--- src/design/i2cram_pkg.sv ---
package i2cram_pkg;

	// Register defaults and register indexes on the configuration channel.
	localparam logic [15:0] HALF_PERIOD_RST = 16'd10;
	localparam logic [15:0] ACK_TIMEOUT_RST = 16'd1024;
	localparam int          CFG_IDX_W       = 2;
	localparam logic [CFG_IDX_W-1:0] CFG_HALF_PERIOD = 2'd0;
	localparam logic [CFG_IDX_W-1:0] CFG_ACK_TIMEOUT = 2'd1;

	// Depth of the request queue between the front and the bus engine.
	localparam int QUEUE_DEPTH = 4;

	// Stream widths.
	localparam int S_TDATA_W = 32;
	localparam int S_TUSER_W = 2;
	localparam int M_TDATA_W = 16;

	// Programme lengths and the index of the last bit step of a byte.
	localparam logic [3:0] PROG_LEN_WRITE = 4'd9;
	localparam logic [3:0] PROG_LEN_READ  = 4'd12;
	localparam logic [3:0] LAST_BIT       = 4'd8;

	typedef enum logic [3:0] {
		OP_INIT  = 4'd0,
		OP_START = 4'd1,
		OP_WDEV  = 4'd2,
		OP_WREG  = 4'd3,
		OP_WDAT  = 4'd4,
		OP_WDEV1 = 4'd5,
		OP_ACK   = 4'd6,
		OP_READ  = 4'd7,
		OP_NACK  = 4'd8,
		OP_STOP  = 4'd9
	} op_t;

	typedef enum logic {
		MODE_WRITE = 1'b0,
		MODE_READ  = 1'b1
	} mode_t;

	// One request as it waits in the queue.
	typedef struct packed {
		logic       start_req;
		logic       mode;
		logic [7:0] device;
		logic [7:0] reg_addr;
		logic [7:0] wdata;
		logic       sda_in;
	} item_t;

	// Register file contents handed to the engine.
	typedef struct packed {
		logic [15:0] half_period;
		logic [15:0] ack_timeout;
	} cfg_t;

	// Levels and shifter contents on entry to a bus step.
	typedef struct packed {
		logic       scl;
		logic       sda;
		logic [7:0] shift;
	} step_t;

	// Bus step at a given programme position (phase is position plus one).
	function automatic op_t cur_op(input logic [3:0] phase, input logic mode);
		op_t op;
		op = OP_STOP;
		case (phase)
			4'd1:  op = OP_INIT;
			4'd2:  op = OP_START;
			4'd3:  op = OP_WDEV;
			4'd4:  op = OP_ACK;
			4'd5:  op = OP_WREG;
			4'd6:  op = OP_ACK;
			4'd7:  op = (mode == MODE_READ) ? OP_START : OP_WDAT;
			4'd8:  op = (mode == MODE_READ) ? OP_WDEV1 : OP_ACK;
			4'd9:  op = (mode == MODE_READ) ? OP_ACK : OP_STOP;
			4'd10: op = (mode == MODE_READ) ? OP_READ : OP_STOP;
			4'd11: op = (mode == MODE_READ) ? OP_NACK : OP_STOP;
			default: op = OP_STOP;
		endcase
		return op;
	endfunction

	function automatic logic is_write_op(input op_t op);
		return (op == OP_WDEV) || (op == OP_WREG) || (op == OP_WDAT) || (op == OP_WDEV1);
	endfunction

	// Number of sub-steps in one bit of the given step.
	function automatic logic [1:0] subs_of(input op_t op, input logic [3:0] bit_cnt);
		logic [1:0] n;
		n = 2'd3;
		if (op == OP_INIT) begin
			n = 2'd1;
		end else if (op == OP_READ) begin
			n = 2'd2;
		end else if (is_write_op(op)) begin
			n = (bit_cnt < LAST_BIT) ? 2'd3 : 2'd2;
		end
		return n;
	endfunction

	function automatic logic [3:0] last_bit(input op_t op);
		return (is_write_op(op) || (op == OP_READ)) ? LAST_BIT : 4'd0;
	endfunction

	function automatic logic [3:0] prog_len(input logic mode);
		return (mode == MODE_READ) ? PROG_LEN_READ : PROG_LEN_WRITE;
	endfunction

endpackage

--- src/design/i2cram_front.sv ---
module i2cram_front #(
	parameter int DEPTH = i2cram_pkg::QUEUE_DEPTH
) (
	input  logic                            clk,
	input  logic                            arst_n,
	input  logic                            s_tvalid,
	output logic                            s_tready,
	input  logic [i2cram_pkg::S_TDATA_W-1:0] s_tdata,
	input  logic [i2cram_pkg::S_TUSER_W-1:0] s_tuser,
	output logic                            q_valid,
	output i2cram_pkg::item_t               q_item,
	input  logic                            q_pop
);
	import i2cram_pkg::*;

	localparam int PTR_W = $clog2(DEPTH);
	localparam int CNT_W = $clog2(DEPTH + 1);

	item_t            slots_q [DEPTH];
	logic [PTR_W-1:0] wr_ptr_q;
	logic [PTR_W-1:0] rd_ptr_q;
	logic [CNT_W-1:0] count_q;
	item_t            in_item;
	logic             push;

	// Unpack the stream request into its fields.
	always_comb begin
		in_item.start_req = s_tuser[0];
		in_item.mode      = s_tuser[1];
		in_item.device    = s_tdata[7:0];
		in_item.reg_addr  = s_tdata[15:8];
		in_item.wdata     = s_tdata[23:16];
		in_item.sda_in    = s_tdata[24];
	end

	assign s_tready = (count_q != CNT_W'(DEPTH));
	assign push     = s_tvalid && s_tready;
	assign q_valid  = (count_q != '0);
	assign q_item   = slots_q[rd_ptr_q];

	always_ff @(posedge clk) begin
		if (push) begin
			slots_q[wr_ptr_q] <= in_item;
		end
	end

	always_ff @(posedge clk or negedge arst_n) begin
		if (!arst_n) begin
			wr_ptr_q <= '0;
			rd_ptr_q <= '0;
			count_q  <= '0;
		end else begin
			if (push) begin
				wr_ptr_q <= (wr_ptr_q == PTR_W'(DEPTH - 1)) ? '0 : wr_ptr_q + 1'b1;
			end
			if (q_pop) begin
				rd_ptr_q <= (rd_ptr_q == PTR_W'(DEPTH - 1)) ? '0 : rd_ptr_q + 1'b1;
			end
			if (push && !q_pop) begin
				count_q <= count_q + 1'b1;
			end else if (!push && q_pop) begin
				count_q <= count_q - 1'b1;
			end
		end
	end

endmodule

--- src/design/i2cram_engine.sv ---
module i2cram_engine (
	input  logic                            clk,
	input  logic                            arst_n,
	input  i2cram_pkg::cfg_t                cfg,
	input  logic                            q_valid,
	input  i2cram_pkg::item_t               q_item,
	output logic                            q_pop,
	output logic                            m_tvalid,
	input  logic                            m_tready,
	output logic [i2cram_pkg::M_TDATA_W-1:0] m_tdata
);
	import i2cram_pkg::*;

	logic [3:0]  phase_q, ph_n;
	logic [3:0]  bit_count_q, bc_n;
	logic [1:0]  sub_q, sb_n;
	logic [15:0] tick_timer_q, tt_n;
	logic [7:0]  shift_reg_q, sh_n;
	logic        held_mode_q, mode_n;
	logic [7:0]  held_device_q, dev_n;
	logic [7:0]  held_reg_q, reg_n;
	logic [7:0]  held_data_q, dat_n;
	logic [7:0]  read_byte_q, rbyte_n;
	logic        scl_level_q, scl_n;
	logic        sda_level_q, sda_n;

	logic [15:0] hp_c, at_c;
	op_t         op_c;
	logic        drv_c, ended_c, done_c;
	logic        res_scl, res_sda, res_drv, res_busy;
	step_t       entry_c;

	logic                 out_valid_q;
	logic [M_TDATA_W-1:0] out_q;

	// Bus levels and shifter on entry to a step.
	function automatic step_t enter_step(
		input op_t        op,
		input logic [1:0] sub,
		input logic [3:0] bit_cnt,
		input logic [7:0] shift,
		input logic [7:0] dev,
		input logic [7:0] rega,
		input logic [7:0] dat,
		input logic       scl,
		input logic       sda
	);
		step_t s;
		s.scl   = scl;
		s.sda   = sda;
		s.shift = shift;
		if (op == OP_INIT) begin
			s.scl = 1'b1;
			s.sda = 1'b1;
		end else if (op == OP_START) begin
			if (sub == 2'd0) s.sda = 1'b1;
			else if (sub == 2'd1) s.scl = 1'b1;
			else s.sda = 1'b0;
		end else if (is_write_op(op)) begin
			if (bit_cnt == 4'd0 && sub == 2'd0) begin
				case (op)
					OP_WDEV: s.shift = dev;
					OP_WREG: s.shift = rega;
					OP_WDAT: s.shift = dat;
					default: s.shift = dev + 8'd1;
				endcase
			end
			if (sub == 2'd0) begin
				s.scl = 1'b0;
			end else if (sub == 2'd1) begin
				if (bit_cnt < LAST_BIT) begin
					s.sda   = s.shift[7];
					s.shift = {s.shift[6:0], 1'b0};
				end else begin
					s.sda = 1'b1;
				end
			end else begin
				s.scl = 1'b1;
			end
		end else if (op == OP_ACK) begin
			if (sub == 2'd0) s.scl = 1'b1;
			else if (sub == 2'd2) s.scl = 1'b0;
		end else if (op == OP_READ) begin
			if (bit_cnt == 4'd0) begin
				if (sub == 2'd0) s.scl = 1'b0;
				else s.sda = 1'b1;
			end else begin
				s.scl = (sub == 2'd0);
			end
		end else if (op == OP_NACK) begin
			if (sub == 2'd0) begin
				s.sda = 1'b1;
				s.scl = 1'b1;
			end else if (sub == 2'd1) begin
				s.scl = 1'b0;
			end else begin
				s.sda = 1'b1;
			end
		end else begin
			if (sub == 2'd0) s.sda = 1'b0;
			else if (sub == 2'd1) s.scl = 1'b1;
			else s.sda = 1'b1;
		end
		return s;
	endfunction

	assign hp_c = (cfg.half_period == '0) ? 16'd1 : cfg.half_period;
	assign at_c = (cfg.ack_timeout == '0) ? 16'd1 : cfg.ack_timeout;

	assign q_pop = q_valid && (!out_valid_q || m_tready);

	always_comb begin
		ph_n    = phase_q;
		bc_n    = bit_count_q;
		sb_n    = sub_q;
		tt_n    = tick_timer_q;
		sh_n    = shift_reg_q;
		mode_n  = held_mode_q;
		dev_n   = held_device_q;
		reg_n   = held_reg_q;
		dat_n   = held_data_q;
		rbyte_n = read_byte_q;
		scl_n   = scl_level_q;
		sda_n   = sda_level_q;
		done_c  = 1'b0;
		ended_c = 1'b0;
		entry_c = '0;

		if (ph_n == 4'd0 && q_item.start_req) begin
			mode_n = q_item.mode;
			dev_n  = q_item.device;
			reg_n  = q_item.reg_addr;
			dat_n  = q_item.wdata;
			ph_n   = 4'd1;
			bc_n   = 4'd0;
			sb_n   = 2'd0;
			tt_n   = '0;
			scl_n  = 1'b1;
			sda_n  = 1'b1;
		end

		op_c  = cur_op(ph_n, mode_n);
		drv_c = (op_c != OP_ACK) && !(op_c == OP_READ && bc_n != 4'd0);

		// Levels seen on this tick are those held before the step advances.
		res_scl  = scl_n;
		res_sda  = (ph_n == 4'd0 || drv_c) ? sda_n : 1'b1;
		res_drv  = (ph_n == 4'd0) ? 1'b1 : drv_c;
		res_busy = (ph_n != 4'd0);

		if (ph_n != 4'd0) begin
			if (op_c == OP_ACK && sb_n == 2'd1) begin
				ended_c = !q_item.sda_in || (({1'b0, tt_n} + 17'd1) >= {1'b0, at_c});
			end else begin
				ended_c = ({1'b0, tt_n} + 17'd1) >= {1'b0, hp_c};
			end

			if (!ended_c) begin
				tt_n = tt_n + 16'd1;
			end else begin
				if (op_c == OP_READ && bc_n != 4'd0 && sb_n == 2'd0) begin
					sh_n = {sh_n[6:0], q_item.sda_in};
					if (bc_n == LAST_BIT) begin
						rbyte_n = sh_n;
					end
				end
				sb_n = sb_n + 2'd1;
				if (sb_n >= subs_of(op_c, bc_n)) begin
					sb_n = 2'd0;
					bc_n = bc_n + 4'd1;
					if (bc_n > last_bit(op_c)) begin
						bc_n = 4'd0;
						ph_n = ph_n + 4'd1;
					end
				end
				if (ph_n > prog_len(mode_n)) begin
					ph_n   = 4'd0;
					bc_n   = 4'd0;
					sb_n   = 2'd0;
					tt_n   = '0;
					done_c = 1'b1;
				end else begin
					tt_n    = '0;
					entry_c = enter_step(cur_op(ph_n, mode_n), sb_n, bc_n, sh_n,
						dev_n, reg_n, dat_n, scl_n, sda_n);
					scl_n   = entry_c.scl;
					sda_n   = entry_c.sda;
					sh_n    = entry_c.shift;
				end
			end
		end
	end

	always_ff @(posedge clk or negedge arst_n) begin
		if (!arst_n) begin
			phase_q       <= 4'd0;
			bit_count_q   <= 4'd0;
			sub_q         <= 2'd0;
			tick_timer_q  <= '0;
			shift_reg_q   <= '0;
			held_mode_q   <= 1'b0;
			held_device_q <= '0;
			held_reg_q    <= '0;
			held_data_q   <= '0;
			read_byte_q   <= '0;
			scl_level_q   <= 1'b1;
			sda_level_q   <= 1'b1;
			out_valid_q   <= 1'b0;
		end else begin
			if (q_pop) begin
				phase_q       <= ph_n;
				bit_count_q   <= bc_n;
				sub_q         <= sb_n;
				tick_timer_q  <= tt_n;
				shift_reg_q   <= sh_n;
				held_mode_q   <= mode_n;
				held_device_q <= dev_n;
				held_reg_q    <= reg_n;
				held_data_q   <= dat_n;
				read_byte_q   <= rbyte_n;
				scl_level_q   <= scl_n;
				sda_level_q   <= sda_n;
				out_valid_q   <= 1'b1;
			end else if (m_tready) begin
				out_valid_q <= 1'b0;
			end
		end
	end

	always_ff @(posedge clk) begin
		if (q_pop) begin
			out_q <= {3'b000, rbyte_n, done_c, res_busy, res_drv, res_sda, res_scl};
		end
	end

	assign m_tvalid = out_valid_q;
	assign m_tdata  = out_q;

	a_done_ends_run: assert property (@(posedge clk) disable iff (!arst_n)
		q_pop && done_c |=> phase_q == 4'd0 && bit_count_q == 4'd0 && sub_q == 2'd0)
		else $error("transaction completed but the engine did not return to idle");

	a_phase_range: assert property (@(posedge clk) disable iff (!arst_n)
		phase_q <= prog_len(held_mode_q))
		else $error("programme position beyond the end of the programme");

	a_bit_range: assert property (@(posedge clk) disable iff (!arst_n)
		bit_count_q <= LAST_BIT && sub_q != 2'd3)
		else $error("bit or sub-step counter out of range");

	a_done_busy: assert property (@(posedge clk) disable iff (!arst_n)
		out_valid_q && out_q[4] |-> out_q[3])
		else $error("done reported outside a transaction");

	a_idle_drives: assert property (@(posedge clk) disable iff (!arst_n)
		q_pop && phase_q == 4'd0 && !q_item.start_req |=> out_q[2] && !out_q[3])
		else $error("idle tick did not drive SDA or reported busy");

endmodule

--- src/design/i2c_register_access_master_unit.sv ---
// Register-access I2C master, advanced by one bus tick per request.
// Each request on the s_ stream is one tick: it carries the SDA level sampled
// on that tick and, while the engine is idle, may start a register write or a
// register read. Every request yields exactly one result on the m_ stream with
// the SCL level, the SDA level and drive enable, busy and done flags and the
// byte returned by the last completed read.
// The two configuration registers (half period and acknowledge timeout) are
// written through the cfg_ channel, which is always ready; write them only
// while no transaction is running and the result stream has drained.
// A request is written into the queue; when the engine pops it, its result is
// loaded into the output register, which drives m_tvalid.
// Throughput: one request per cycle while the result stream is not stalled;
// the engine steps its bus state once per request in combinational step logic.
// A request queue of QUEUE_DEPTH entries sits between the front and the
// engine. When m_tready is low the result holds in its output register, the
// queue fills, and s_tready falls once it is full.
// Reset clears the queue, returns the engine to idle with SCL and SDA high and
// restores the registers to a half period of 10 and a timeout of 1024 ticks.
module i2c_register_access_master_unit #(
	parameter int QUEUE_DEPTH = i2cram_pkg::QUEUE_DEPTH
) (
	input  logic                             clk,
	input  logic                             arst_n,
	input  logic                             s_tvalid,
	output logic                             s_tready,
	// device[7:0], reg_addr[15:8], wdata[23:16], sda_in[24], zero[31:25]
	input  logic [i2cram_pkg::S_TDATA_W-1:0] s_tdata,
	// start_req[0], mode[1]
	input  logic [i2cram_pkg::S_TUSER_W-1:0] s_tuser,
	output logic                             m_tvalid,
	input  logic                             m_tready,
	// scl[0], sda_out[1], sda_drive[2], busy_res[3], done_res[4], rdata[12:5],
	// zero[15:13]
	output logic [i2cram_pkg::M_TDATA_W-1:0] m_tdata,
	input  logic                             cfg_valid,
	output logic                             cfg_ready,
	input  logic [i2cram_pkg::CFG_IDX_W-1:0] cfg_index,
	input  logic [15:0]                      cfg_data
);
	import i2cram_pkg::*;

	cfg_t  cfg_q;
	logic  q_valid;
	item_t q_item;
	logic  q_pop;

	// The register file accepts a write on every cycle; indexes that name no
	// register are accepted and ignored.
	assign cfg_ready = 1'b1;

	always_ff @(posedge clk or negedge arst_n) begin
		if (!arst_n) begin
			cfg_q.half_period <= HALF_PERIOD_RST;
			cfg_q.ack_timeout <= ACK_TIMEOUT_RST;
		end else if (cfg_valid && cfg_ready) begin
			case (cfg_index)
				CFG_HALF_PERIOD: cfg_q.half_period <= cfg_data;
				CFG_ACK_TIMEOUT: cfg_q.ack_timeout <= cfg_data;
				default: ;
			endcase
		end
	end

	// The front takes tick requests and queues them for the engine.
	i2cram_front #(
		.DEPTH(QUEUE_DEPTH)
	) u_front (
		.clk     (clk),
		.arst_n  (arst_n),
		.s_tvalid(s_tvalid),
		.s_tready(s_tready),
		.s_tdata (s_tdata),
		.s_tuser (s_tuser),
		.q_valid (q_valid),
		.q_item  (q_item),
		.q_pop   (q_pop)
	);

	// The engine steps the bus programme once per queued tick.
	i2cram_engine u_engine (
		.clk     (clk),
		.arst_n  (arst_n),
		.cfg     (cfg_q),
		.q_valid (q_valid),
		.q_item  (q_item),
		.q_pop   (q_pop),
		.m_tvalid(m_tvalid),
		.m_tready(m_tready),
		.m_tdata (m_tdata)
	);

endmodule
--- config.mk ---
export PLATFORM = sky130hd
export DESIGN_NAME = i2c_register_access_master_unit
export DESIGN_NICKNAME = d
export VERILOG_FILES = /design/src/design/i2cram_pkg.sv /design/src/design/i2cram_front.sv /design/src/design/i2cram_engine.sv /design/src/design/i2c_register_access_master_unit.sv
export SDC_FILE = /design/constraint.sdc
export NUM_CORES = 1
export LEC_CHECK = 0
export ABC_AREA = 1
export BUFFER_PORTS_ARGS = -buffer_cell sky130_fd_sc_hd__buf_4
export CORE_ASPECT_RATIO = 2
export CORE_UTILIZATION = 55
export DETAILED_ROUTE_END_ITERATION = 10
export MAX_ROUTING_LAYER = met4
export PLACE_DENSITY_LB_ADDON = 0.2
export SLEW_MARGIN = 20
export SYNTH_ARGS = -nofsm -noshare
export SYNTH_HDL_FRONTEND = slang
export SYNTH_SLANG_ARGS = --single-unit
--- constraint.sdc ---
create_clock -name clk -period 6.2 [get_ports clk]
set_input_delay 0.62 -clock clk [delete_from_list [all_inputs] [get_ports clk]]
set_output_delay 0.62 -clock clk [all_outputs]
set_load 0.005 [all_outputs]
# After elaboration in Yosys (flattened, before gate mapping)
# Memories as Yosys holds them, arrays and structs flattened.
# Index checks and enable logic that the tools add are counted.
dict set report classes {
  add_sub_neg 10
  n_lt_le_gt_ge 7
  eq_ne 45
  mux 109
  n_reduce_logical 46
}
# cell n
set ops {}
lappend ops {{two-way mux 8 bit} 16}
lappend ops {{two-way mux 4 bit} 22}
lappend ops {{two-way mux 16 bit} 5}
lappend ops {{case mux 4 bit (10 select lines)} 2}
lappend ops {{== test 4 x 3 -> 1 bit, second input constant} 16}
lappend ops {{two-way mux 2 bit} 21}
lappend ops {{== test 4 bit, second input constant} 10}
lappend ops {{two-way mux 1 bit} 36}
lappend ops {{greater-or-equal comparator 17 x 16 -> 1 bit} 2}
lappend ops {{== test 4 x 2 -> 1 bit, second input constant} 8}
lappend ops {{logical NOT 16 bit} 2}
lappend ops {{case mux 8 bit (3 select lines)} 1}
lappend ops {{logical NOT 4 bit} 5}
lappend ops {{two-way mux 9 bit} 2}
lappend ops {{adder 16 x 1 -> 17 bit, second input constant} 1}
lappend ops {{adder 16 x 1 -> 16 bit, second input constant} 1}
lappend ops {{== test 4 x 1 -> 1 bit, second input constant} 3}
lappend ops {{two-way mux 3 bit} 4}
lappend ops {{logical AND 1 bit} 10}
lappend ops {{logical OR 1 bit} 10}
lappend ops {{adder 4 x 1 -> 4 bit, second input constant} 2}
lappend ops {{adder 8 x 1 -> 8 bit, second input constant} 1}
lappend ops {{> comparator 4 bit} 2}
lappend ops {{< comparator 4 bit, second input constant} 2}
lappend ops {{other kinds (16)} 33}
dict set report totals {
  reg_bits 122
  ramBits 108
  input_bits 57
  output_inout_bits 19
  word_cells 240
  mem_count 1
}
# name depth width rd rd_ports_with_merged_regs wr line
set mem_list {}
lappend mem_list {u_front.slots_q 4 27 1 0 1 i2cram_front.sv:19} ;# item_t slots_q [DEPTH];

# Logic depth before layout (Yosys ltp)
# Gate-level depths: netlist of the first run.
dict set report logic_depth {
  word_depth 37
  ltp_mapped 37
  ltp_nobuf 37
}

# By module
# A second synthesis of the first run with hierarchy kept.
dict set report hier_totals {
  cells_unflattened 1518
  hier_area_um2 13063.8
}
# module instances cells_each area_each_um2 seq_area_each_um2
set by_module_without_submodules {}
lappend by_module_without_submodules {i2cram_engine 1 1003 6939.2 2144.6}
lappend by_module_without_submodules {i2cram_front 1 371 4760.8 3418.3}
lappend by_module_without_submodules {i2c_register_access_master_unit 1 144 1363.8 804.5}

# Least setup slack after synthesis of the first run
# No wires, ideal clock.
dict set report synth_path {
  path_kind {reg-to-reg}
  from {reg u_front.rd_ptr_q[1]}
  to {reg u_engine.bit_count_q[3]}
  setup_time_ns 0.154
  arrival_time_ns 4.367
  required_ns 6.046
  slack_ns 1.679
  stages_incl_launch_ff 33
  n_path_buf 5
  synth_period_minus_slack_ns 4.521
  path_cell_list {dfrtp_1 buf_2 inv_2 nand3_1 nand3_4 buf_6 buf_6 clkbuf_1 nand2_1 inv_1 ha_1 nand4_1 nor3_2 nand3_2 xor2_1 inv_1 ha_1 nand2_1 nor2_1 or3b_2 nand4_1 nand2_1 inv_1 nor2_1 o21ai_0 nand2_1 nand3_1 nand2_1 nand2_4 buf_6 nand2_2 o21ai_1 o21ai_0}
}
dict set report synth_between {
  elab_chain_len 23
  elab_cells_between_ends 72
  classes_between {add/sub: 4; order compare: 6; eq/ne: 18; mux: 32; reduce/logical: 11; memory: 1}
}
# item line
set synth_lines {}
lappend synth_lines {{start: declaration} i2cram_front.sv:21} ;# logic [PTR_W-1:0] rd_ptr_q;
lappend synth_lines {{start signal: assignment} i2cram_front.sv:57} ;# rd_ptr_q <= (rd_ptr_q == PTR_W'(DEPTH - 1)) ? '0 : rd_ptr_q + 1'b1;
lappend synth_lines {{memory (4 x 27 bit) *} n/a}
lappend synth_lines {{logical AND 1 bit} i2cram_engine.sv:129} ;# if (ph_n == 4'd0 && q_item.start_req) begin
lappend synth_lines {{two-way mux 4 bit} i2cram_engine.sv:129}
lappend synth_lines {{== test 4 x 3 -> 1 bit} i2cram_pkg.sv:68} ;# case (phase)
lappend synth_lines {{OR reduction 2 bit (no line)} n/a}
lappend synth_lines {{case mux 4 bit (10 select lines)} i2cram_pkg.sv:68}
lappend synth_lines {{== test 4 x 2 -> 1 bit} i2cram_pkg.sv:86} ;# return (op == OP_WDEV) || (op == OP_WREG) || (op == OP_WDAT) || (op == OP_WDEV1);
lappend synth_lines {{logical OR 1 bit (3 in series)} i2cram_pkg.sv:86}
lappend synth_lines {{[5 not listed]} n/a}
lappend synth_lines {{greater-or-equal comparator 2 bit} i2cram_engine.sv:168} ;# if (sb_n >= subs_of(op_c, bc_n)) begin
lappend synth_lines {{two-way mux 4 bit} i2cram_engine.sv:168}
lappend synth_lines {{two-way mux 4 bit} i2cram_engine.sv:158} ;# if (!ended_c) begin
lappend synth_lines {{two-way mux 4 bit} i2cram_engine.sv:151} ;# if (ph_n != 4'd0) begin
lappend synth_lines {{> comparator 4 bit} i2cram_engine.sv:176} ;# if (ph_n > prog_len(mode_n)) begin
lappend synth_lines {{two-way mux 4 bit} i2cram_engine.sv:176}
lappend synth_lines {{two-way mux 4 bit} i2cram_engine.sv:158}
lappend synth_lines {{two-way mux 4 bit *} i2cram_engine.sv:151}
lappend synth_lines {{end signal: assignment} i2cram_engine.sv:212} ;# bit_count_q <= bc_n;
lappend synth_lines {{end: declaration} i2cram_engine.sv:15} ;# logic [3:0] bit_count_q, bc_n;
# Every way passes the cells marked *; elsewhere a longest branch is shown, timed or not. The select of a mux whose other input is x is not followed.
# A chain may end at the register's enable or synchronous reset.

# Worst setup path after layout of the first run
dict set report layout_path {
  from {reg u_engine.phase_q[2]}
  to {reg u_engine.tick_timer_q[1]}
}
dict set report layout_between {
  elab_chain_len 12
  elab_cells_between_ends 37
  classes_between {add/sub: 2; order compare: 2; eq/ne: 13; mux: 14; reduce/logical: 6}
}
# item line
set layout_lines {}
lappend layout_lines {{start: declaration} i2cram_engine.sv:14} ;# logic [3:0] phase_q, ph_n;
lappend layout_lines {{start signal: assignment} i2cram_engine.sv:211} ;# phase_q <= ph_n;
lappend layout_lines {{parallel branches: the longest is 11 deep, another holds adder 16 x 1 -> 17 bit} n/a}
lappend layout_lines {{two-way mux 16 bit *} i2cram_engine.sv:151}
lappend layout_lines {{end signal: assignment} i2cram_engine.sv:214} ;# tick_timer_q <= tt_n;
lappend layout_lines {{end: declaration} i2cram_engine.sv:17} ;# logic [15:0] tick_timer_q, tt_n;
# Every way passes the cells marked *. The select of a mux whose other input is x is not followed.

==> run_results.csv, run 1 <==
group,metric,value,unit
timing,hold_viol_final,0,
clocking,cts_tree,"yes",
placed_design,dpl-instance-area,13200,um^2
setup_path,critPathRequiredTime,6.59,ns
run,drv_cap,0,
global_route,grtUsageTotal,27.0,%
power_and_ir_drop,power_frac_comb,54.1,%
clocking,clock_latency,0.54,ns
logic_synthesis,ys_types,59,
logic_synthesis,synth-seq-cells,230,
floorplan,die_area,23500,um^2
power_and_ir_drop,p_per_area,566,nW/um^2
logic_synthesis,synth_top_area_share,29.0,%
setup_path,r2r_slack,0.63,ns
logic_synthesis,async_flop_share,47.4,%
finish,final_core_util,62.8,%
global_route,grt_first_pass_wirelength,48.2,mm
power_and_ir_drop,peakVddDrop,0.409,mV
logic_synthesis,synth_edf_count,121,
setup_path,cp_top_family,"simple AND/OR/NAND/NOR gates",
placed_design,place_hpwl,20.1,mm
finish,final_cells,1772,
placed_design,dpl.cell_count,1732,
timing,post-route-period-util,89.9,%
floorplan,boundaryPins,76,
logic_synthesis,synth_most_common_cell,"nand2_1",
setup_path,crit_fanout,33,
global_route,grt_max_degree,80,
floorplan,core_area,22300,um^2
drt,vias,9887,
global_route,top_usage_layer,"met2",
power_and_ir_drop,p_seq_share,28.3,%
logic_synthesis,synth_common_cells,"nand2_1, o21ai_0, inv_1",
power_and_ir_drop,p_leak,6.21,nW
timing,skew,0.0309,ns
placed_design,place_congestion,0.895,
drt,wl_per_cell,16.3,um
clocking,clockBufferDepth,3,
floorplan,rows,77,
floorplan,initial_core_util,56.4,%
global_route,grt_overflow,0,
clocking,root_buffer,"clkbuf_16",
finish,antennaDiodeCount,0,
logic_synthesis,netlist_top_cells_area,"edfxtp_1, dfrtp_1, nand2_1",
clocking,ctsHtreeMaxLevel,1,
setup_path,arrival,5.96,ns
global_route,grt_util_met2,47.1,%
timing,whs,0.146,ns
setup_path,crit_buf_inv,6,
clocking,cts_hold_buf,0,
clocking,cts_made_buffers,22,
power_and_ir_drop,clkPwrFrac,17.6,%
timing,tightest_slew,1.06,ns
finish,layout-drive-gt1-share,12.5,%
outcome,status,"finished clean",
logic_synthesis,syn_inst,1432,
drt,drtIter0Drc,667,
setup_path,end_kind,"flop",
worst_hold_path,min_path_type,"primary input to async pin",
logic_synthesis,synthFlopType,"edfxtp_1",
timing,min_period,5.57,ns
drt,drt_wl_total,28.9,mm
logic_synthesis,yosys_warnings,0,
timing,setup_viol_count_final,0,
logic_synthesis,synth_top_area_cell,"edfxtp_1",
timing,fin_tns_setup,0,ns
drt,drtAntennaViolNets,0,
drt,first_pass_iters,5,
global_route,antenna_found_initial,0,
power_and_ir_drop,switching_power,3.75,mW
global_route,grt_pass1_vias,10092,
global_route,use_met1,29.6,%
clocking,cts_sinks,230,
floorplan,die_y,216,um
logic_synthesis,seq_area_frac_synth,50.7,%
power_and_ir_drop,power_switching_share,47.4,%
placed_design,io_buffers,64,
setup_path,timing.critical_path.mode_cell,"nand2_1",
power_and_ir_drop,internal_power,4.17,mW
timing,timing.fmax,179,MHz
global_route,gr-usage-met3,2.72,%
timing,rsz0062_at_grt,"no",
setup_path,cp_slowest_cell,"clkinv_1",
setup_path,cp-start-kind,"flop",
logic_synthesis,syn_area,12500,um^2
floorplan,fp.dieW,109,um
logic_synthesis,syn-mean-instance-area,8.76,um^2
setup_path,crit_type,"flop to flop",
finish,layout-area-overhead-vs-synth,11.3,%
setup_path,cpPeakStageDelay,0.49,ns
finish,layout.nets,1587,
drt,drc,0,
clocking,clkTransAtPathRegs,0.07,ns
drt,via_per_inst,5.58,
timing,maxSlewViolCount,0,
finish,finalInstanceArea,14000,um^2
timing,slew_headroom,29.1,%
[metal layers]
layer	routed length (um)	up-vias
met2	15200	253
met1	11300	4664
li1	-	4878
met4	1460	0
met5	0	-
met3	1020	92
[metrics by stage]
step | setup slack (ns) | total power [mW]
finish | 0.626 | 7.91
detailed placement | 0.511 | 6.52
global route | 0.0485 | 8.61
floorplan | 1.68 | 5.42
global placement | 0.638 | 6.43
CTS | 0.486 | 7.93
[placed cells by master, fill, tap and decap left out, drive strengths merged, types with 19 or more instances in the layout]
master,n
edfxtp,121
nand4,19
a21oi,43
nand2,336
nor2,114
ha,49
clkbuf,27
o22ai,25
nand3,53
inv,187
o21ai,225
dfrtp,104
buf,79
[final timing paths]
check	cells past startpoint	end	from
worst max register to register	29	u_engine.tick_timer_q[1]$_DFFE_PN0P_	u_engine.phase_q[2]$_DFFE_PN0P_
worst min-delay path	1	u_engine.read_byte_q[5]$_DFFE_PN0P_	arst_n
worst max-delay path	29	u_engine.tick_timer_q[1]$_DFFE_PN0P_	u_engine.phase_q[2]$_DFFE_PN0P_
min in group clk	2	u_engine.m_tvalid$_DFFE_PN0P_	m_tready
worst min register to register	2	u_engine.scl_level_q$_DFFE_PN1P_	u_engine.scl_level_q$_DFFE_PN1P_
max in group asynchronous	2	cfg_q[9]$_DFFE_PN0P_	arst_n
[cells by family after synthesis]
kind of cell             synth area share [%]
flip-flops                               50.7
other                                  0.0598
adder cells (fa/ha/maj)                  5.04
AO/OA/AOI/OAI                            14.4
buffers and inverters                    8.01
XOR/XNOR                                 1.47
multiplexers                            0.160
AND/OR/NAND/NOR                          20.1
[worst register-to-register path, delay by kind of cell, from the launching register on]
family	cells	cell delay, ns
AOI/OAI and AO/OA	2	0.27
xor gates and xnor gates	1	0.21
adders and majority gates	2	0.53
buffers and inverters	6	1.22
DFF	1	0.43
and+or+nand+nor	18	2.78
[state kept, by name, summed over array words and instances, names as in the netlist]
name and count:
cfg_q 32, u_engine.bit_count_q 4, u_engine.held_data_q 8, u_engine.held_device_q 8, u_engine.held_mode_q 1, u_engine.held_reg_q 8
u_engine.m_tdata 13, u_engine.m_tvalid 1, u_engine.phase_q 4, u_engine.read_byte_q 8, u_engine.scl_level_q 1, u_engine.sda_level_q 1
u_engine.shift_reg_q 8, u_engine.sub_q 2, u_engine.tick_timer_q 16, u_front.count_q 3, u_front.rd_ptr_q 2, u_front.slots_q 108
u_front.wr_ptr_q 2
[layout make-up]
cell class	instances	area, um^2
repair buffers	79	597
well taps	276	345
inverters	190	716
fillers	1919	8280
clock inverters	13	166
flip-flops and latches	230	6370
clock buffers	27	569
multi-input cells	957	5210
[timing repair]
action                     CTS  global route
gates resized for setup      0             2
setup endpoints to repair    0            14
buffers inserted             0             0
[power groups by stage]
stage / clock [mW] / sequential (mW) / combinational, mW
after global routing: 1.47 / 2.29 / 4.85
after detailed placement: 0 / 2.27 / 4.25
final: 1.39 / 2.24 / 4.28
after CTS: 1.41 / 2.24 / 4.28
after global placement: 0 / 2.26 / 4.17
after floorplan: 0 / 2.23 / 3.19
No activity file was read; power rests on OpenSTA's default activity.
==> inputs of run 2 (changes only) <==
CTS_CLUSTER_DIAMETER = 40   (was unset)
TNS_END_PERCENT = 10   (was unset)
clock period = 5.5 ns   (was 6.2 ns; I/O delays follow)
==> run 2 against run 1 <==
Worst hold slack got worse by 0.11 ns. Sequential cell count did not move. Clock skew fell by 0.020 ns. Via count rose by 0.63%. First-iteration DRC count fell by 15%. Maximum frequency rose by 11%. Sequential power rose by 13%. Routed wire length rose by 0.47%. Register-to-register slack got worse by 0.16 ns. Core utilization rose by 0.96 points. Largest cell class unchanged.
==> run_results.csv, run 2 (same netlist as run 1, synthesis figures left out) <==
group,metric,value,unit
outcome,status,"finished clean",
global_route,grt_first_pass_wirelength,48.1,mm
clocking,ctsHtreeMaxLevel,1,
drt,wl_per_cell,16.3,um
clocking,clock_latency,0.54,ns
clocking,cts_made_buffers,24,
placed_design,place_hpwl,20.2,mm
timing,timing.final.ws_setup,0.466,ns
clocking,root_buffer,"clkbuf_16",
timing,slew_headroom,42.6,%
power_and_ir_drop,switching_power,4.28,mW
power_and_ir_drop,internal_power,4.91,mW
setup_path,end_kind,"flop",
clocking,cts_sinks,230,
drt,dr_wl_met2,15.3,mm
finish,regMostFlops,"u_front.slots_q",
finish,layout_commonest_cell,"nand2_1",
worst_hold_path,min_path_type,"primary input to async pin",
global_route,grt_pass1_vias,10067,
setup_path,cpPeakStageDelay,0.49,ns
drt,drc,0,
placed_design,io_buffers,64,
floorplan,fp.dieW,109,um
finish,antennaDiodeCount,0,
drt,highest_layer,"met4",
timing,hold_viol_final,0,
placed_design,place_ws,0.453,ns
drt,wl_met1,11.5,mm
finish,layout-drive-gt1-share,13.8,%
timing,setup_viol_count_final,0,
timing,rsz0062_at_grt,"no",
power_and_ir_drop,p_leak,6.34,nW
finish,top_regs,"u_front.slots_q (108), cfg_q (32), u_engine.tick_timer_q (16)",
global_route,antenna_found_initial,0,
clocking,clockBufferDepth,3,
clocking,cts-resized-gates,0,
setup_path,crit_fanout,10,
finish,largest_reg_flops,108,
clocking,clkTransAtPathRegs,0.06,ns
drt,drtAntennaViolNets,0,
setup_path,critPathRequiredTime,5.95,ns
drt,drtIter0Drc,566,
floorplan,core_area,22300,um^2
drt,vias,9949,
floorplan,boundaryPins,76,
power_and_ir_drop,p_seq_share,27.7,%
setup_path,cp-start-kind,"flop",
floorplan,die_area,23500,um^2
global_route,grtUsageTotal,26.8,%
drt,drt_wl_total,29.1,mm
power_and_ir_drop,peakVddDrop,0.455,mV
global_route,grt_max_degree,79,
power_and_ir_drop,p_per_area,647,nW/um^2
floorplan,die_y,216,um
setup_path,arrival,5.49,ns
power_and_ir_drop,power_switching_share,46.6,%
finish,fill_cells,1851,
timing,tightest_slew,0.859,ns
timing,post-route-period-util,91.5,%
placed_design,place_congestion,0.909,
timing,timing.fmax,199,MHz
drt,via_per_inst,5.57,
finish,final_cell_mix,"nand2_1, o21ai_0, inv_1",
timing,whs,0.0385,ns
setup_path,cp_slowest_cell,"dfrtp_1",
timing,maxSlewViolCount,0,
floorplan,initial_core_util,56.4,%
run,drv_cap,0,
power_and_ir_drop,clkPwrFrac,19.3,%
timing,min_period,5.03,ns
global_route,grt_overflow,0,
setup_path,timing.critical_path.mode_cell,"nand2_1",
timing,fin_tns_setup,0,ns
setup_path,crit_type,"flop to flop",
drt,wl_met3,1.06,mm
finish,layout-area-overhead-vs-synth,13.0,%
power_and_ir_drop,power_frac_comb,53.0,%
clocking,cts_hold_buf,0,
timing,skew,0.0107,ns
finish,layout.nets,1599,
drt,first_pass_iters,5,
clocking,cts_tree,"yes",
floorplan,rows,77,
clocking,cts_setup_buffers,0,
==> run 2: cell count changes in the layout (fill, tap and decap cells not counted), moves of 2 or more <==
cell	before	now
clkbuf_16	22	25
buf_4	78	88
clkinv_1	6	3
clkbuf_1	5	1
clkbuf_8	0	3
inv_8	0	4
clkinvlp_4	2	0
inv_6	0	3
==> run 2: area by class of cell <==
cell class                      instances  area [um^2]  share of cell area [%]
Clock inverter                         15          201                    1.42
Multi-Input combinational cell        957         5210                    36.7
Timing Repair Buffer                   89          672                    4.74
Tap cell                              276          345                    2.43
Sequential cell                       230         6370                    44.9
Clock buffer                           29          671                    4.73
Inverter                              190          716                    5.04
==> run 2: worst paths after layout <==
check,from,endpoint,slack [ns],cells past startpoint
worst min-delay path,arst_n,u_engine.read_byte_q[5]$_DFFE_PN0P_,0.04,1
worst max register to register,u_engine.phase_q[1]$_DFFE_PN0P_,u_engine.shift_reg_q[0]$_DFFE_PN0P_,0.47,29
worst max-delay path,u_engine.phase_q[1]$_DFFE_PN0P_,u_engine.shift_reg_q[0]$_DFFE_PN0P_,0.47,29
max in group asynchronous,arst_n,u_front.rd_ptr_q[0]$_DFFE_PN0P_,4.08,2
worst min register to register,u_engine.scl_level_q$_DFFE_PN1P_,u_engine.scl_level_q$_DFFE_PN1P_,0.47,2
min in group clk,s_tdata[0],u_front.slots_q[0][17]$_DFFE_PP_,0.21,1
==> run 2: power groups by stage <==
stage	combinational, mW	sequential [mW]	clock (mW)
after CTS	4.86	2.54	1.80
final	4.87	2.54	1.77
after global routing	5.50	2.59	1.87
after global placement	4.73	2.55	0
after floorplan	3.60	2.51	0
after detailed placement	4.84	2.57	0
==> run 2: worst max-delay path: cells and delay by family, from the launching register on <==
family                     cells  cell delay [ns]
adders and majority gates      2             0.58
buffers and inverters          6             0.85
and+or+nand+nor               14             2.09
AOI/OAI and AO/OA              7             0.94
DFF                            1             0.49
==> run 2: per-stage QoR <==
| stage | util (%) | cell area, um^2 | power (mW) | cells |
|---|---|---|---|---|
| 3_5_place_dp | 59.8 | 13300 | 7.41 | 1741 |
| 3_3_place_gp | 59.8 | 13300 | 7.28 | 1741 |
| 2_1_floorplan | - | 12600 | 6.11 | 1434 |
| 6_report | 63.7 | 14200 | 9.18 | 1786 |
| 4_1_cts | 63.7 | 14200 | 9.21 | 1785 |
| 5_1_grt | 63.7 | 14200 | 9.96 | 1786 |
==> run 2: metal layers <==
layer | global-route usage, % | up-vias
met5 | - | -
met4 | 12.3 | 0
met3 | 2.60 | 75
met2 | 46.6 | 231
met1 | 30.5 | 4735
li1 | - | 4908
==> inputs of run 3 (changes only) <==
BUFFER_PORTS_ARGS = unset   (was -buffer_cell sky130_fd_sc_hd__buf_4)
DONT_BUFFER_PORTS = 1   (was unset)
==> run 3 against run 2 <==
Die area did not move. Sequential cell count did not move. Non-clock buffer count fell by 68. Cell count fell by 3.7%.
==> run_results.csv, run 3 (same netlist as run 1, synthesis figures left out) <==
group,metric,value,unit
outcome,status,"finished clean",
global_route,grt_pass1_vias,9525,
drt,drt_wl_total,28.4,mm
finish,layout.nets,1532,
finish,top_regs,"u_front.slots_q (108), cfg_q (32), u_engine.tick_timer_q (16)",
timing,rsz0062_at_grt,"no",
finish,final_cell_mix,"nand2_1, o21ai_0, inv_1",
timing,min_period,4.94,ns
setup_path,critPathRequiredTime,5.96,ns
clocking,clkTransAtPathRegs,0.07,ns
clocking,cts_setup_buffers,0,
drt,via_per_inst,5.60,
drt,highest_layer,"met4",
timing,skew,0.0199,ns
power_and_ir_drop,clkPwrFrac,18.4,%
power_and_ir_drop,power.total,8.91,mW
clocking,cts_tree,"yes",
global_route,grtUsageTotal,26.4,%
drt,first_pass_iters,5,
floorplan,boundaryPins,76,
timing,setup_viol_count_final,0,
drt,vias,9634,
clocking,cts_sinks,230,
clocking,root_buffer,"clkbuf_16",
placed_design,dpl.cell_count,1671,
power_and_ir_drop,internal_power,4.69,mW
clocking,clockBufferDepth,3,
floorplan,fp.dieW,109,um
power_and_ir_drop,peakVddDrop,0.390,mV
finish,layout-drive-gt1-share,9.42,%
drt,dr_wl_met2,15.3,mm
clocking,cts_made_buffers,25,
timing,fin_tns_setup,0,ns
timing,tightest_slew,0.885,ns
floorplan,initial_core_util,56.4,%
drt,drc,0,
power_and_ir_drop,power_frac_comb,53.1,%
global_route,grt_max_degree,110,
setup_path,cpPeakStageDelay,0.48,ns
power_and_ir_drop,p_seq_share,28.5,%
finish,regMostFlops,"u_front.slots_q",
timing,hold_viol_final,0,
setup_path,crit_type,"flop to flop",
timing,maxSlewViolCount,0,
timing,slew_headroom,40.9,%
placed_design,place_hpwl,19.6,mm
global_route,antenna_found_initial,0,
placed_design,io_buffers,0,
power_and_ir_drop,power_switching_share,47.4,%
finish,final_core_util,61.3,%
finish,antennaDiodeCount,0,
drt,wl_per_cell,16.5,um
setup_path,arrival,5.40,ns
timing,timing.fmax,202,MHz
finish,layout_commonest_cell,"nand2_1",
drt,wl_met3,1.16,mm
clocking,ctsHtreeMaxLevel,1,
setup_path,timing.critical_path.mode_cell,"nand2_1",
timing,post-route-period-util,89.9,%
floorplan,die_y,216,um
power_and_ir_drop,p_leak,5.98,nW
drt,drtAntennaViolNets,0,
setup_path,crit_fanout,10,
clocking,clock_latency,0.54,ns
run,drv_cap,0,
placed_design,place_congestion,0.910,
floorplan,rows,77,
worst_hold_path,min_path_type,"primary input to flop",
setup_path,cp-start-kind,"flop",
finish,final_cells,1720,
floorplan,die_area,23500,um^2
setup_path,cp_slowest_cell,"dfrtp_1",
drt,wl_met1,11.0,mm
power_and_ir_drop,switching_power,4.22,mW
global_route,grt_first_pass_wirelength,46.8,mm
finish,layout-area-overhead-vs-synth,8.68,%
power_and_ir_drop,p_per_area,654,nW/um^2
global_route,grt_overflow,0,
setup_path,end_kind,"flop",
finish,largest_reg_flops,108,
drt,drtIter0Drc,582,
floorplan,core_area,22300,um^2
run 3: final cells by class:
cell class | instances | area (um^2)
clock buffers | 29 | 641
well taps | 276 | 345
multi-input cells | 957 | 5220
repair buffers | 21 | 188
fillers | 1924 | 8620
inverters | 190 | 719
flip-flops and latches | 230 | 6370
clock inverters | 17 | 160
run 3: per-layer routing:
| layer | global-route usage [%] | up-vias |
|---|---|---|
| li1 | - | 4771 |
| met1 | 29.2 | 4570 |
| met2 | 47.2 | 234 |
| met3 | 3.35 | 59 |
| met4 | 10.2 | 0 |
| met5 | - | - |
run 3: timing repair:
| item | CTS | global route |
|---|---|---|
| resized for setup | 0 | 2 |
| endpoints found under the hold margin | 109 | 0 |
| hold buffers | 2 | 0 |
| setup endpoints to repair | 0 | 14 |
run 3: critical path: cells and delay by family, from the launching register on:
family                     cells  cell delay (ns)
and+or+nand+nor               16             2.06
AOI/OAI and AO/OA              8             0.87
adders and majority gates      2             0.58
buffers and inverters          6             0.88
DFF                            1             0.48
run 3: final timing paths:
kind	slack, ns	startpoint	to	cells past startpoint
max	0.56	u_engine.phase_q[1]$_DFFE_PN0P_	u_engine.shift_reg_q[0]$_DFFE_PN0P_	32
min	0.10	s_tdata[24]	u_front.slots_q[1][0]$_DFFE_PP_	0
max reg2reg	0.56	u_engine.phase_q[1]$_DFFE_PN0P_	u_engine.shift_reg_q[0]$_DFFE_PN0P_	32
min reg2reg	0.47	u_engine.scl_level_q$_DFFE_PN1P_	u_engine.scl_level_q$_DFFE_PN1P_	2
max in group asynchronous	4.38	arst_n	cfg_q[11]$_DFFE_PN0P_	2
min in group asynchronous	0.60	arst_n	u_engine.shift_reg_q[4]$_DFFE_PN0P_	2
run 3: per-stage QoR:
step	hold slack, ns	instance area (um^2)	setup slack, ns
5_1_grt	0.0752	13600	0.0566
6_report	0.103	13600	0.558
3_5_place_dp	0.260	12800	0.398
3_3_place_gp	0.260	12800	0.430
4_1_cts	0.0795	13600	0.379
2_1_floorplan	0.254	12600	0.979
run 3: power by group through the flow:
stage               Clock (mW)  Sequential (mW)  Combinational (mW)
detailed placement           0             2.57                4.70
global placement             0             2.56                4.60
finish                    1.64             2.54                4.73
global route              1.75             2.59                5.40
floorplan                    0             2.51                3.60
CTS                       1.67             2.54                4.75
